[config.mk]
export PLATFORM = sky130hd
export DESIGN_NAME = adaptive_energy_vad
export DESIGN_NICKNAME = d
export VERILOG_FILES = /design/src/hw/rtl/aev_pkg.sv /design/src/hw/rtl/adaptive_energy_vad.sv /design/src/hw/rtl/aev_accum.sv /design/src/hw/rtl/aev_alu.sv /design/src/hw/rtl/aev_seq.sv
export SDC_FILE = /design/constraint.sdc
export NUM_CORES = 2
export LEC_CHECK = 0
export BUFFER_PORTS_ARGS = -buffer_cell sky130_fd_sc_hd__buf_4
export CAP_MARGIN = 5
export CELL_PAD_IN_SITES_DETAIL_PLACEMENT = 1
export CELL_PAD_IN_SITES_GLOBAL_PLACEMENT = 1
export CORE_ASPECT_RATIO = 0.5
export CORE_UTILIZATION = 45
export DETAILED_ROUTE_END_ITERATION = 10
export PLACE_DENSITY_LB_ADDON = 0.1
export REMOVE_ABC_BUFFERS = 1
export SLEW_MARGIN = 15
export SYNTH_ARGS = -nofsm -noshare
export SYNTH_HDL_FRONTEND = slang
export SYNTH_SLANG_ARGS = --single-unit
[constraint.sdc]
create_clock -name i_clk -period 8.5 [get_ports i_clk]
set_input_delay 0 -clock i_clk [delete_from_list [all_inputs] [get_ports i_clk]]
set_output_delay 0 -clock i_clk [all_outputs]
set_load 0.01 [all_outputs]
[src/hw/rtl/aev_pkg.sv]
// Shared types, constants and register codes for the adaptive energy VAD.
// Depends on nothing; every other file of the block imports it.
`default_nettype none

package aev_pkg;

    // Chunk size limit and the widths that follow from it
    localparam int MAX_CHUNK_SAMPLES = 2048;
    localparam int CNT_W   = $clog2(MAX_CHUNK_SAMPLES + 1);   // holds the limit itself
    localparam int SQ_W    = 32;                              // square of a 16-bit magnitude
    localparam int SUM_W   = 31 + $clog2(MAX_CHUNK_SAMPLES);  // sum of squares over a chunk
    localparam int FRAC_SH = 16;                              // sum scaled to Q.16 before divide
    localparam int NUM_W   = SUM_W + FRAC_SH;                 // dividend width
    localparam int WDEN_W  = 9;                               // warm-up divisor (count + 1)
    localparam int DEN_W   = (CNT_W > WDEN_W) ? CNT_W : WDEN_W;
    localparam int ITER_W  = $clog2(NUM_W);

    // Mean square in Q.16 stays below 2^47, so its root fits 24 bits
    localparam int RAD_W   = 48;
    localparam int ALU_W   = RAD_W;
    localparam int LVL_W   = 24;
    localparam int K_W     = 8;
    localparam int PROD_W  = LVL_W + K_W;

    localparam logic [LVL_W-1:0] ONE_Q8    = LVL_W'(256);
    localparam logic [3:0]       LOUD_MAX  = 4'hF;
    localparam logic [7:0]       RUN_MAX   = 8'hFF;

    // Register reset values
    localparam logic [7:0] RST_K_HIGH      = 8'd64;
    localparam logic [7:0] RST_K_LOW       = 8'd32;
    localparam logic [3:0] RST_TRIGGER     = 4'd2;
    localparam logic [7:0] RST_WARMUP      = 8'd25;
    localparam logic [7:0] RST_SILENCE     = 8'd15;
    localparam logic [7:0] RST_MAX_COLLECT = 8'd50;
    localparam logic [3:0] RST_RISE_SHIFT  = 4'd6;
    localparam logic [3:0] RST_FALL_SHIFT  = 4'd3;

    typedef enum logic [2:0] {
        CFG_K_HIGH      = 3'd0,
        CFG_K_LOW       = 3'd1,
        CFG_TRIGGER     = 3'd2,
        CFG_WARMUP      = 3'd3,
        CFG_SILENCE     = 3'd4,
        CFG_MAX_COLLECT = 3'd5,
        CFG_RISE_SHIFT  = 3'd6,
        CFG_FALL_SHIFT  = 3'd7
    } t_cfg_idx;

    typedef struct packed {
        logic [7:0] k_high;
        logic [7:0] k_low;
        logic [3:0] trigger_chunks;
        logic [7:0] warmup_chunks;
        logic [7:0] silence_chunks;
        logic [7:0] max_collect_chunks;
        logic [3:0] rise_shift;
        logic [3:0] fall_shift;
    } t_cfg;

    typedef struct packed {
        logic signed [31:0] sample_word;
        logic               chunk_last;
    } t_in_item;

    typedef struct packed {
        logic [LVL_W-1:0] level;
        logic [LVL_W-1:0] noise_floor;
        logic             seeded;
        logic             collecting;
        logic             utterance_done;
    } t_out_item;

    typedef struct packed {
        logic [SUM_W-1:0] total;
        logic [CNT_W-1:0] count;
    } t_acc_stat;

    typedef struct packed {
        logic [ALU_W-1:0] a;
        logic [ALU_W-1:0] b;
    } t_alu_req;

    typedef struct packed {
        logic             ge;
        logic [ALU_W-1:0] diff;
    } t_alu_rsp;

    typedef struct packed {
        logic in_accept;
        logic chunk_last;
        logic out_free;
    } t_seq_ctl;

    typedef struct packed {
        logic idle;
        logic acc_clear;
        logic push;
    } t_seq_stat;

    typedef enum logic [3:0] {
        ST_IDLE,
        ST_LOAD,
        ST_DIV,
        ST_ROOT_INIT,
        ST_ROOT,
        ST_FLOOR_SEL,
        ST_WDIV,
        ST_FUPD,
        ST_FCLAMP,
        ST_PROD,
        ST_HYST,
        ST_OUT
    } t_state;

endpackage

`default_nettype wire

[src/hw/rtl/adaptive_energy_vad.sv]
// Adaptive energy VAD top level. Depends on aev_pkg, aev_accum, aev_seq.
// Samples that do not close a chunk: one transfer per cycle, squares summed in two stages.
// A chunk-closing sample starts 58 restoring-divide and 24 root steps (plus 24 divide steps
// in warm-up) on the shared subtractor; input ready stays low until the result is pushed
// into the output register, and the push waits while that register is full.
// Reset (synchronous, active low) clears sums, floor, counters and loads register defaults.
`default_nettype none

module adaptive_energy_vad import aev_pkg::*; (
    input  wire logic       i_clk,
    input  wire logic       i_rst_n,
    // Sample channel
    input  wire logic       i_in_valid,
    output logic            o_in_ready,
    input  wire t_in_item   i_in_data,
    // Result channel
    output logic            o_out_valid,
    input  wire logic       i_out_ready,
    output t_out_item       o_out_data,
    // Register write channel
    input  wire logic       i_cfg_valid,
    output logic            o_cfg_ready,
    input  wire logic [2:0] i_cfg_index,
    input  wire logic [7:0] i_cfg_data
);

    t_cfg      r_cfg;
    t_seq_ctl  w_ctl;
    t_seq_stat w_stat;
    t_acc_stat w_acc;
    t_out_item w_result;
    logic      r_out_valid;
    t_out_item r_out_data;
    logic      w_in_accept;

    assign o_cfg_ready = 1'b1;
    assign o_in_ready  = w_stat.idle;
    assign w_in_accept = i_in_valid && w_stat.idle;

    // Register writes
    always_ff @(posedge i_clk) begin
        if (!i_rst_n) begin
            r_cfg.k_high             <= RST_K_HIGH;
            r_cfg.k_low              <= RST_K_LOW;
            r_cfg.trigger_chunks     <= RST_TRIGGER;
            r_cfg.warmup_chunks      <= RST_WARMUP;
            r_cfg.silence_chunks     <= RST_SILENCE;
            r_cfg.max_collect_chunks <= RST_MAX_COLLECT;
            r_cfg.rise_shift         <= RST_RISE_SHIFT;
            r_cfg.fall_shift         <= RST_FALL_SHIFT;
        end else if (i_cfg_valid) begin
            unique case (t_cfg_idx'(i_cfg_index))
                CFG_K_HIGH:      r_cfg.k_high             <= i_cfg_data;
                CFG_K_LOW:       r_cfg.k_low              <= i_cfg_data;
                CFG_TRIGGER:     r_cfg.trigger_chunks     <= i_cfg_data[3:0];
                CFG_WARMUP:      r_cfg.warmup_chunks      <= i_cfg_data;
                CFG_SILENCE:     r_cfg.silence_chunks     <= i_cfg_data;
                CFG_MAX_COLLECT: r_cfg.max_collect_chunks <= i_cfg_data;
                CFG_RISE_SHIFT:  r_cfg.rise_shift         <= i_cfg_data[3:0];
                CFG_FALL_SHIFT:  r_cfg.fall_shift         <= i_cfg_data[3:0];
            endcase
        end
    end

    aev_accum u_accum (
        .i_clk         (i_clk),
        .i_rst_n       (i_rst_n),
        .i_accept      (w_in_accept),
        .i_sample_word (i_in_data.sample_word),
        .i_clear       (w_stat.acc_clear),
        .o_acc         (w_acc)
    );

    assign w_ctl.in_accept  = w_in_accept;
    assign w_ctl.chunk_last = i_in_data.chunk_last;
    assign w_ctl.out_free   = !r_out_valid || i_out_ready;

    aev_seq u_seq (
        .i_clk    (i_clk),
        .i_rst_n  (i_rst_n),
        .i_cfg    (r_cfg),
        .i_ctl    (w_ctl),
        .i_acc    (w_acc),
        .o_stat   (w_stat),
        .o_result (w_result)
    );

    // Output register
    always_ff @(posedge i_clk) begin
        if (!i_rst_n) begin
            r_out_valid <= 1'b0;
        end else if (w_stat.push) begin
            r_out_valid <= 1'b1;
        end else if (i_out_ready) begin
            r_out_valid <= 1'b0;
        end
    end

    always_ff @(posedge i_clk) begin
        if (w_stat.push) begin
            r_out_data <= w_result;
        end
    end

    assign o_out_valid = r_out_valid;
    assign o_out_data  = r_out_data;

endmodule

`default_nettype wire

[src/hw/rtl/aev_accum.sv]
// Per-sample square-and-accumulate stage with the chunk sample counter.
// Depends on aev_pkg.
`default_nettype none

module aev_accum import aev_pkg::*; (
    input  wire logic               i_clk,
    input  wire logic               i_rst_n,
    input  wire logic               i_accept,
    input  wire logic signed [31:0] i_sample_word,
    input  wire logic               i_clear,
    output t_acc_stat               o_acc
);

    logic [15:0]      w_raw;
    logic [15:0]      w_mag;
    logic             w_keep;
    logic [SQ_W-1:0]  r_sq;
    logic [SUM_W-1:0] r_sum;
    logic [CNT_W-1:0] r_cnt;

    // Upper half of the word is the sample; take its magnitude
    assign w_raw  = i_sample_word[31:16];
    assign w_mag  = w_raw[15] ? (16'd0 - w_raw) : w_raw;
    assign w_keep = r_cnt < CNT_W'(MAX_CHUNK_SAMPLES);

    // Square is registered, then folded into the sum the next cycle
    always_ff @(posedge i_clk) begin
        if (!i_rst_n) begin
            r_sq  <= '0;
            r_sum <= '0;
            r_cnt <= '0;
        end else begin
            r_sq  <= (i_accept && w_keep) ? (SQ_W'(w_mag) * SQ_W'(w_mag)) : '0;
            if (i_clear) begin
                r_sum <= '0;
                r_cnt <= '0;
            end else begin
                r_sum <= r_sum + SUM_W'(r_sq);
                if (i_accept && w_keep) begin
                    r_cnt <= r_cnt + CNT_W'(1);
                end
            end
        end
    end

    // Sum including the square still in flight
    assign o_acc.total = r_sum + SUM_W'(r_sq);
    assign o_acc.count = r_cnt;

endmodule

`default_nettype wire

[src/hw/rtl/aev_alu.sv]
// Shared compare-subtract unit used by the divide, root, floor and threshold steps.
// Depends on aev_pkg.
`default_nettype none

module aev_alu import aev_pkg::*; (
    input  wire t_alu_req i_req,
    output t_alu_rsp      o_rsp
);

    logic [ALU_W:0] w_d;

    // One wide subtract; the borrow gives a >= b
    assign w_d        = {1'b0, i_req.a} - {1'b0, i_req.b};
    assign o_rsp.ge   = ~w_d[ALU_W];
    assign o_rsp.diff = w_d[ALU_W-1:0];

endmodule

`default_nettype wire

[src/hw/rtl/aev_seq.sv]
// Chunk-end sequencer: divide, root, noise floor update and hysteresis,
// all stepping through the shared aev_alu. Depends on aev_pkg and aev_alu.
`default_nettype none

module aev_seq import aev_pkg::*; (
    input  wire logic      i_clk,
    input  wire logic      i_rst_n,
    input  wire t_cfg      i_cfg,
    input  wire t_seq_ctl  i_ctl,
    input  wire t_acc_stat i_acc,
    output t_seq_stat      o_stat,
    output t_out_item      o_result
);

    t_state r_state, n_state;

    // Iteration registers
    logic [NUM_W-1:0]  r_num;
    logic [DEN_W-1:0]  r_rem;
    logic [DEN_W-1:0]  r_den;
    logic [ITER_W-1:0] r_iter;
    logic [RAD_W-1:0]  r_rad;
    logic [RAD_W-1:0]  r_res;
    logic [RAD_W-1:0]  r_bit;
    logic [LVL_W-1:0]  r_delta;
    logic              r_neg;
    logic              r_warm;
    logic              r_seed_now;
    logic [PROD_W-1:0] r_prod;

    // Detector state
    logic [LVL_W-1:0]  r_level;
    logic [LVL_W-1:0]  r_floor;
    logic [LVL_W-1:0]  r_seed;
    logic [7:0]        r_wcnt;
    logic              r_collect;
    logic [3:0]        r_loud;
    logic [7:0]        r_quiet;
    logic [7:0]        r_collected;
    logic              r_seeded;
    logic              r_done;

    t_alu_req          w_req;
    t_alu_rsp          w_rsp;
    logic [DEN_W:0]    w_trial;
    logic [RAD_W-1:0]  n_res;
    logic [LVL_W-1:0]  w_mag;
    logic [LVL_W-1:0]  w_upd;
    logic [LVL_W-1:0]  w_f1;
    logic              w_seeded;
    logic [3:0]        n_loud;
    logic [7:0]        n_quiet;
    logic [7:0]        n_collected;

    aev_alu u_alu (
        .i_req (w_req),
        .o_rsp (w_rsp)
    );

    assign w_trial  = {r_rem, r_num[NUM_W-1]};
    assign w_seeded = r_wcnt >= i_cfg.warmup_chunks;

    // Operand select for the shared unit
    always_comb begin
        w_req.a = '0;
        w_req.b = '0;
        unique case (r_state)
            ST_DIV, ST_WDIV: begin
                w_req.a = ALU_W'(w_trial);
                w_req.b = ALU_W'(r_den);
            end
            ST_ROOT: begin
                w_req.a = r_rad;
                w_req.b = r_res | r_bit;
            end
            ST_FLOOR_SEL: begin
                w_req.a = ALU_W'(r_level);
                w_req.b = ALU_W'(r_floor);
            end
            ST_HYST: begin
                w_req.a = ALU_W'({r_level, 4'b0000});
                w_req.b = ALU_W'(r_prod);
            end
            default: begin
                w_req.a = '0;
                w_req.b = '0;
            end
        endcase
    end

    // Root step result; level - floor magnitude; floor step and 1.0 clamp
    assign n_res = w_rsp.ge ? ((r_res >> 1) | r_bit) : (r_res >> 1);
    assign w_mag = w_rsp.ge ? w_rsp.diff[LVL_W-1:0] : (LVL_W'(0) - w_rsp.diff[LVL_W-1:0]);
    assign w_upd = r_warm ? r_num[LVL_W-1:0] : r_delta;
    assign w_f1  = (r_floor < ONE_Q8) ? ONE_Q8 : r_floor;

    // Hysteresis run counters
    always_comb begin
        n_loud      = '0;
        n_quiet     = '0;
        n_collected = (r_collected != RUN_MAX) ? r_collected + 8'd1 : r_collected;
        if (w_rsp.ge) begin
            n_loud = (r_loud != LOUD_MAX) ? r_loud + 4'd1 : r_loud;
        end else begin
            n_quiet = (r_quiet != RUN_MAX) ? r_quiet + 8'd1 : r_quiet;
        end
    end

    // Next state
    always_comb begin
        n_state = r_state;
        unique case (r_state)
            ST_IDLE: begin
                if (i_ctl.in_accept && i_ctl.chunk_last) begin
                    n_state = ST_LOAD;
                end
            end
            ST_LOAD:      n_state = ST_DIV;
            ST_DIV: begin
                if (r_iter == '0) begin
                    n_state = ST_ROOT_INIT;
                end
            end
            ST_ROOT_INIT: n_state = ST_ROOT;
            ST_ROOT: begin
                if (r_bit[0]) begin
                    n_state = ST_FLOOR_SEL;
                end
            end
            ST_FLOOR_SEL: begin
                priority if (!w_seeded) begin
                    n_state = ST_WDIV;
                end else if (!r_collect) begin
                    n_state = ST_FUPD;
                end else begin
                    n_state = ST_FCLAMP;
                end
            end
            ST_WDIV: begin
                if (r_iter == '0) begin
                    n_state = ST_FUPD;
                end
            end
            ST_FUPD:      n_state = ST_FCLAMP;
            ST_FCLAMP:    n_state = w_seeded ? ST_PROD : ST_OUT;
            ST_PROD:      n_state = ST_HYST;
            ST_HYST:      n_state = ST_OUT;
            ST_OUT: begin
                if (i_ctl.out_free) begin
                    n_state = ST_IDLE;
                end
            end
            default:      n_state = ST_IDLE;
        endcase
    end

    // Outputs of the sequencer
    always_comb begin
        o_stat.idle      = r_state == ST_IDLE;
        o_stat.acc_clear = r_state == ST_LOAD;
        o_stat.push      = (r_state == ST_OUT) && i_ctl.out_free;
    end

    assign o_result.level          = r_level;
    assign o_result.noise_floor    = r_floor;
    assign o_result.seeded         = r_seeded;
    assign o_result.collecting     = r_collect;
    assign o_result.utterance_done = r_done;

    always_ff @(posedge i_clk) begin
        if (!i_rst_n) begin
            r_state <= ST_IDLE;
        end else begin
            r_state <= n_state;
        end
    end

    // Datapath, stepped by state
    always_ff @(posedge i_clk) begin
        if (!i_rst_n) begin
            r_floor     <= '0;
            r_seed      <= '0;
            r_wcnt      <= '0;
            r_collect   <= 1'b0;
            r_loud      <= '0;
            r_quiet     <= '0;
            r_collected <= '0;
            r_seeded    <= 1'b0;
            r_done      <= 1'b0;
            r_level     <= '0;
        end else begin
            unique case (r_state)
                // Latch chunk sum scaled by 2^16 and its sample count
                ST_LOAD: begin
                    r_num  <= {i_acc.total, {FRAC_SH{1'b0}}};
                    r_den  <= (i_acc.count == '0) ? DEN_W'(1) : DEN_W'(i_acc.count);
                    r_rem  <= '0;
                    r_iter <= ITER_W'(NUM_W - 1);
                end
                // Restoring divide, one quotient bit per cycle
                ST_DIV, ST_WDIV: begin
                    r_rem  <= w_rsp.ge ? w_rsp.diff[DEN_W-1:0] : w_trial[DEN_W-1:0];
                    r_num  <= {r_num[NUM_W-2:0], w_rsp.ge};
                    r_iter <= r_iter - ITER_W'(1);
                end
                ST_ROOT_INIT: begin
                    r_rad <= RAD_W'(r_num);
                    r_res <= '0;
                    r_bit <= RAD_W'(1) << (RAD_W - 2);
                end
                // Digit-by-digit root, two radicand bits per cycle
                ST_ROOT: begin
                    if (w_rsp.ge) begin
                        r_rad <= w_rsp.diff;
                    end
                    r_res   <= n_res;
                    r_bit   <= r_bit >> 2;
                    r_level <= n_res[LVL_W-1:0];
                end
                // Pick warm-up mean or EMA step
                ST_FLOOR_SEL: begin
                    r_neg      <= ~w_rsp.ge;
                    r_warm     <= ~w_seeded;
                    r_seed_now <= 1'b0;
                    r_delta    <= w_mag >> (w_rsp.ge ? i_cfg.rise_shift : i_cfg.fall_shift);
                    r_num      <= {w_mag, {(NUM_W - LVL_W){1'b0}}};
                    r_rem      <= '0;
                    r_den      <= DEN_W'({1'b0, r_wcnt} + 9'd1);
                    r_iter     <= ITER_W'(LVL_W - 1);
                end
                ST_FUPD: begin
                    r_floor <= r_neg ? (r_floor - w_upd) : (r_floor + w_upd);
                    if (r_warm) begin
                        r_wcnt     <= r_wcnt + 8'd1;
                        r_seed_now <= (r_wcnt + 8'd1) == i_cfg.warmup_chunks;
                    end
                end
                // Clamp to 1.0 and to the warm-up seed
                ST_FCLAMP: begin
                    if (r_seed_now) begin
                        r_seed  <= w_f1;
                        r_floor <= w_f1;
                    end else begin
                        r_floor <= (w_f1 < r_seed) ? r_seed : w_f1;
                    end
                    r_seeded <= w_seeded;
                    r_done   <= 1'b0;
                end
                ST_PROD: begin
                    r_prod <= r_floor * (r_collect ? i_cfg.k_low : i_cfg.k_high);
                end
                // Hysteresis: level*16 against floor*k
                ST_HYST: begin
                    if (!r_collect) begin
                        if (n_loud >= i_cfg.trigger_chunks) begin
                            r_collect   <= 1'b1;
                            r_quiet     <= '0;
                            r_collected <= '0;
                            r_loud      <= '0;
                        end else begin
                            r_loud <= n_loud;
                        end
                    end else begin
                        r_collected <= n_collected;
                        r_quiet     <= n_quiet;
                        if ((n_quiet >= i_cfg.silence_chunks) ||
                            (n_collected >= i_cfg.max_collect_chunks)) begin
                            r_collect <= 1'b0;
                            r_done    <= 1'b1;
                        end
                    end
                end
                default: begin
                end
            endcase
        end
    end

    // Floor reported with a result is never below 1.0
    a_floor_min: assert property (@(posedge i_clk) disable iff (!i_rst_n)
        o_stat.push |-> (o_result.noise_floor >= ONE_Q8))
        else $error("noise floor below 1.0 at result");

    // An utterance end leaves the detector seeded and idle
    a_done_idle: assert property (@(posedge i_clk) disable iff (!i_rst_n)
        (o_stat.push && o_result.utterance_done) |-> (o_result.seeded && !o_result.collecting))
        else $error("utterance end while still collecting or not seeded");

    // Root result stays within the level range
    a_level_range: assert property (@(posedge i_clk) disable iff (!i_rst_n)
        o_stat.push |-> (o_result.level <= LVL_W'(24'h80_0000)))
        else $error("level out of range");

    // Divide keeps iterating until its counter runs out
    a_div_run: assert property (@(posedge i_clk) disable iff (!i_rst_n)
        ((r_state == ST_DIV) && (r_iter != '0)) |=> (r_state == ST_DIV))
        else $error("divide left early");

endmodule

`default_nettype wire
==> results by group <==
CTS
  • Inserted Clock Buffers: 58
  • CTS tree: yes
  • Reg clk slew, reported paths: 70 ps
  • Root buffer cell: clkbuf_16
  • # clock sinks: 562
  • H-tree depth: 2
  • Worst-Skew Late Latency: 650 ps
  • Clock Path Buffers: 3

Worst hold path
  • Min-delay src: i_in_data[17]
  • Hold EP: u_accum.r_sq[0]
  • Hold path depth: 4
  • Hold/Removal Path Class: in2reg

Global route
  • Via count of the first global-routing pass: 38,600
  • Global Route met3 Usage: 4.31%
  • Remaining global-route overflow: 0
  • GRT Util Overall: 28.3%
  • Pin count of the biggest net entering global routing: 82
  • GR Layer Usage met1: 40.0%
  • Grt met2 use: 45.5%
  • First-pass GRT wire length: 222 mm
  • Initial antenna violation count: 2
  • GR peak layer: met2

Setup path
  • RR Endpoint: u_seq.r_collected[0]
  • Worst-path maximum fanout: 6
  • WP data required: 9030 ps
  • CP Launch Type: primary input
  • Type of the worst setup path: in2reg
  • Worst Setup SP: i_in_data[18]
  • Worst Path Arrival: 8270 ps
  • CP Capture Type: register
  • Slowest cell on the critical path: xor2_1
  • Reg2reg setup slack: 830 ps
  • R2R cell count: 27
  • Crit path top cell by count: fa_1
  • RR Startpoint: u_seq.r_state[1]
  • Slowest stage delay, CP: 770 ps

Finish
  • Layout cells sized above 1: 6.51%
  • Register area: 14,400 um^2
  • P&R area growth vs syn: 9.67%
  • Finished Core Util: 50.1%
  • Fin nets: 5,617
  • Fillers: 11,300
  • Area of the multi-input gates: 27,700 um^2
  • Most frequent cells in the layout: 555 x nand2_1, 477 x inv_1, 432 x nor2_1
  • Commonest non-fill, non-tap cell in the layout: nand2_1
  • N_diodes: 0

Yosys
  • Synth Area in Adders: 22.1%
  • Avg Inst Size Synth: 9.05 um^2
  • Main flop type after synthesis: edfxtp_1
  • Compound-Gate Fraction of Synth Area: 15.2%
  • Post-synthesis xor/xnor area fraction: 4.89%
  • Post-synthesis simple-gate area fraction: 17.5%
  • Largest family of logic cells by synthesized area: adder cells
  • Mux share of post-synthesis cell area: 1.95%
  • Synthesized area: 44,800 um^2
  • Synth cell types: 91
  • #FFs+latches synth: 562
  • Synth Instances: 4,950
  • Number of synthesized flops with an enable pin: 317
  • Synthesis warning total: 0
  • Synth top area cells: edfxtp_1 21%, fa_1 13%, dfxtp_1 11%
  • Register area share after synthesis: 32.2%
  • Post-synth top area cell: edfxtp_1
  • Asr flop ratio synth: 0%
  • Yosys top cell area share: 21.3%

STA
  • Rel. slew slack: 26.6%
  • RSZ-0062 raised after global routing: false
  • Fin crit period: 7740 ps
  • Hold Violations, Final: 0
  • Pins over their slew limit: 0
  • Fmax: 129 MHz
  • Clk_skew: 20.7 ps
  • Tcrit/Tclk final: 91.1%
  • Final worst slack: 760 ps
  • Worst-margin pin slew: 1090 ps
  • Final setup vio count: 0

Die
  • Die Height: 225 um
  • Core area: 98,100 um^2
  • Boundary pin count: 103
  • Placement row count: 81
  • Die width: 448 um
  • Starting Density: 45.6%
  • Die Area: 101,000 um^2

Pwr
  • Power Density: 363 nW/um^2
  • Leakage Power: 20.8 nW
  • Peak VDD IR: 0.467 mV

Placed design
  • Dpl ws: 397 ps
  • PortBufs: 85
  • HPWL after detailed placement: 108 mm
  • Routability congestion estimate: 0.911

Route
  • DR vias: 36,800
  • Drt initial violations: 2,549
  • Mean routed wirelength per cell: 22.5 um
  • Antenna Nets Post-Route: 0
  • Via density per instance: 5.81
  • DR DRC count: 0
  • First-pass DRT Iterations: 7
  • Total length of routed wires: 143 mm

Flow run
  • Max-cap violations: 0

Outcome
  • Outcome: finished clean
## how the worst max path moves through the flow
stage                           endpoint  slack (ps)
floorplan                   u_seq.r_done       -2720
global placement        u_accum.r_sq[28]         660
detailed placement      u_accum.r_sq[28]         400
CTS                     u_accum.r_sq[28]         770
global route        u_seq.r_collected[0]         260
finish                  u_accum.r_sq[28]         760
## kinds of logic (layout without fill, tap and decap cells)
| logic type | after synthesis | after routing |
|---|---|---|
| adders and majority gates | 610 | 610 |
| buffers and inverters | 737 | 784 |
| other | 2 | 12 |
| AOI/OAI and AO/OA | 1033 | 1033 |
| and+or+nand+nor | 1670 | 1670 |
| xor gates and xnor gates | 250 | 250 |
| muxes | 86 | 86 |
| DFF | 562 | 562 |
## synthesized netlist by cell type, types with 75 or more instances
cell and n:
nand3_1 106, xnor2_1 130, nor2_1 440, fa_1 299
edfxtp_1 317, o21ai_0 200, nor3_1 88, dfxtp_1 245
clkbuf_1 216, and2_1 83, inv_1 478, mux2i_1 75
a21oi_1 304, xor2_1 120, nor2b_1 101, ha_1 311
and3_1 98, nand2_1 556
## report_power, final
group          total [mW]  switching [mW]  internal (mW)
Clock                2.69            1.18           1.51
Combinational        11.9            7.30           4.55
Sequential           3.28          0.0994           3.18
Total                17.8            8.58           9.25
## routing by layer
metal / vias up / routed length [um]
li1: 17100 / -
met5: - / 27
met4: 4 / 3000
met2: 870 / 64100
met3: 174 / 8770
met1: 18700 / 66700
## worst max-delay path: cells and delay by family
kind / cells / cell delay (ps)
xor+xnor: 2 / 940
compound gates: 9 / 1960
simple gates: 5 / 840
fa+ha+maj: 7 / 3490
buf+inv: 7 / 1030
## stage by stage
step	setup TNS [ps]	instances	total power [mW]	hold WS [ps]	cell area [um^2]
floorplan	-277440	4709	11.8	61.9	43900
global placement	0	6201	14.8	315	46900
detailed placement	0	6201	15.1	325	46900
CTS	0	6335	17.9	1.05	49100
global route	0	6335	19.3	31.2	49100
finish	0	6335	17.8	16.6	49100
## flip-flops by register name (all words and copies together) (netlist names), 12 cells and up
| register | flops |
|---|---|
| u_seq.r_res | 47 |
| u_accum.r_sq | 31 |
| u_seq.r_prod | 32 |
| u_seq.r_level | 24 |
| u_seq.r_delta | 24 |
| u_seq.r_rad | 48 |
| u_accum.r_cnt | 12 |
| u_seq.r_floor | 24 |
| u_seq.r_seed | 24 |
| u_seq.r_den | 12 |
| u_seq.r_rem | 12 |
| r_cfg | 52 |
| o_out_data | 51 |
| u_seq.r_num | 58 |
| u_accum.r_sum | 42 |
| u_seq.r_bit | 24 |
## layout make-up
class	count	area share (%)
multi-input combinational	3661	56.5
sequential	562	29.4
inverter	486	3.72
tap	1328	3.38
clock buffer	76	3.26
timing repair buffer	189	3.07
clock inverter	33	0.690
## what timing repair did
item,in CTS,in global routing
buffers inserted,0,0
gates resized for setup,0,0
endpoints found under the setup margin,0,0
hold buffers,25,0
endpoints found under the hold margin,85,0
Note: power is estimated with default switching activity, not from simulation.
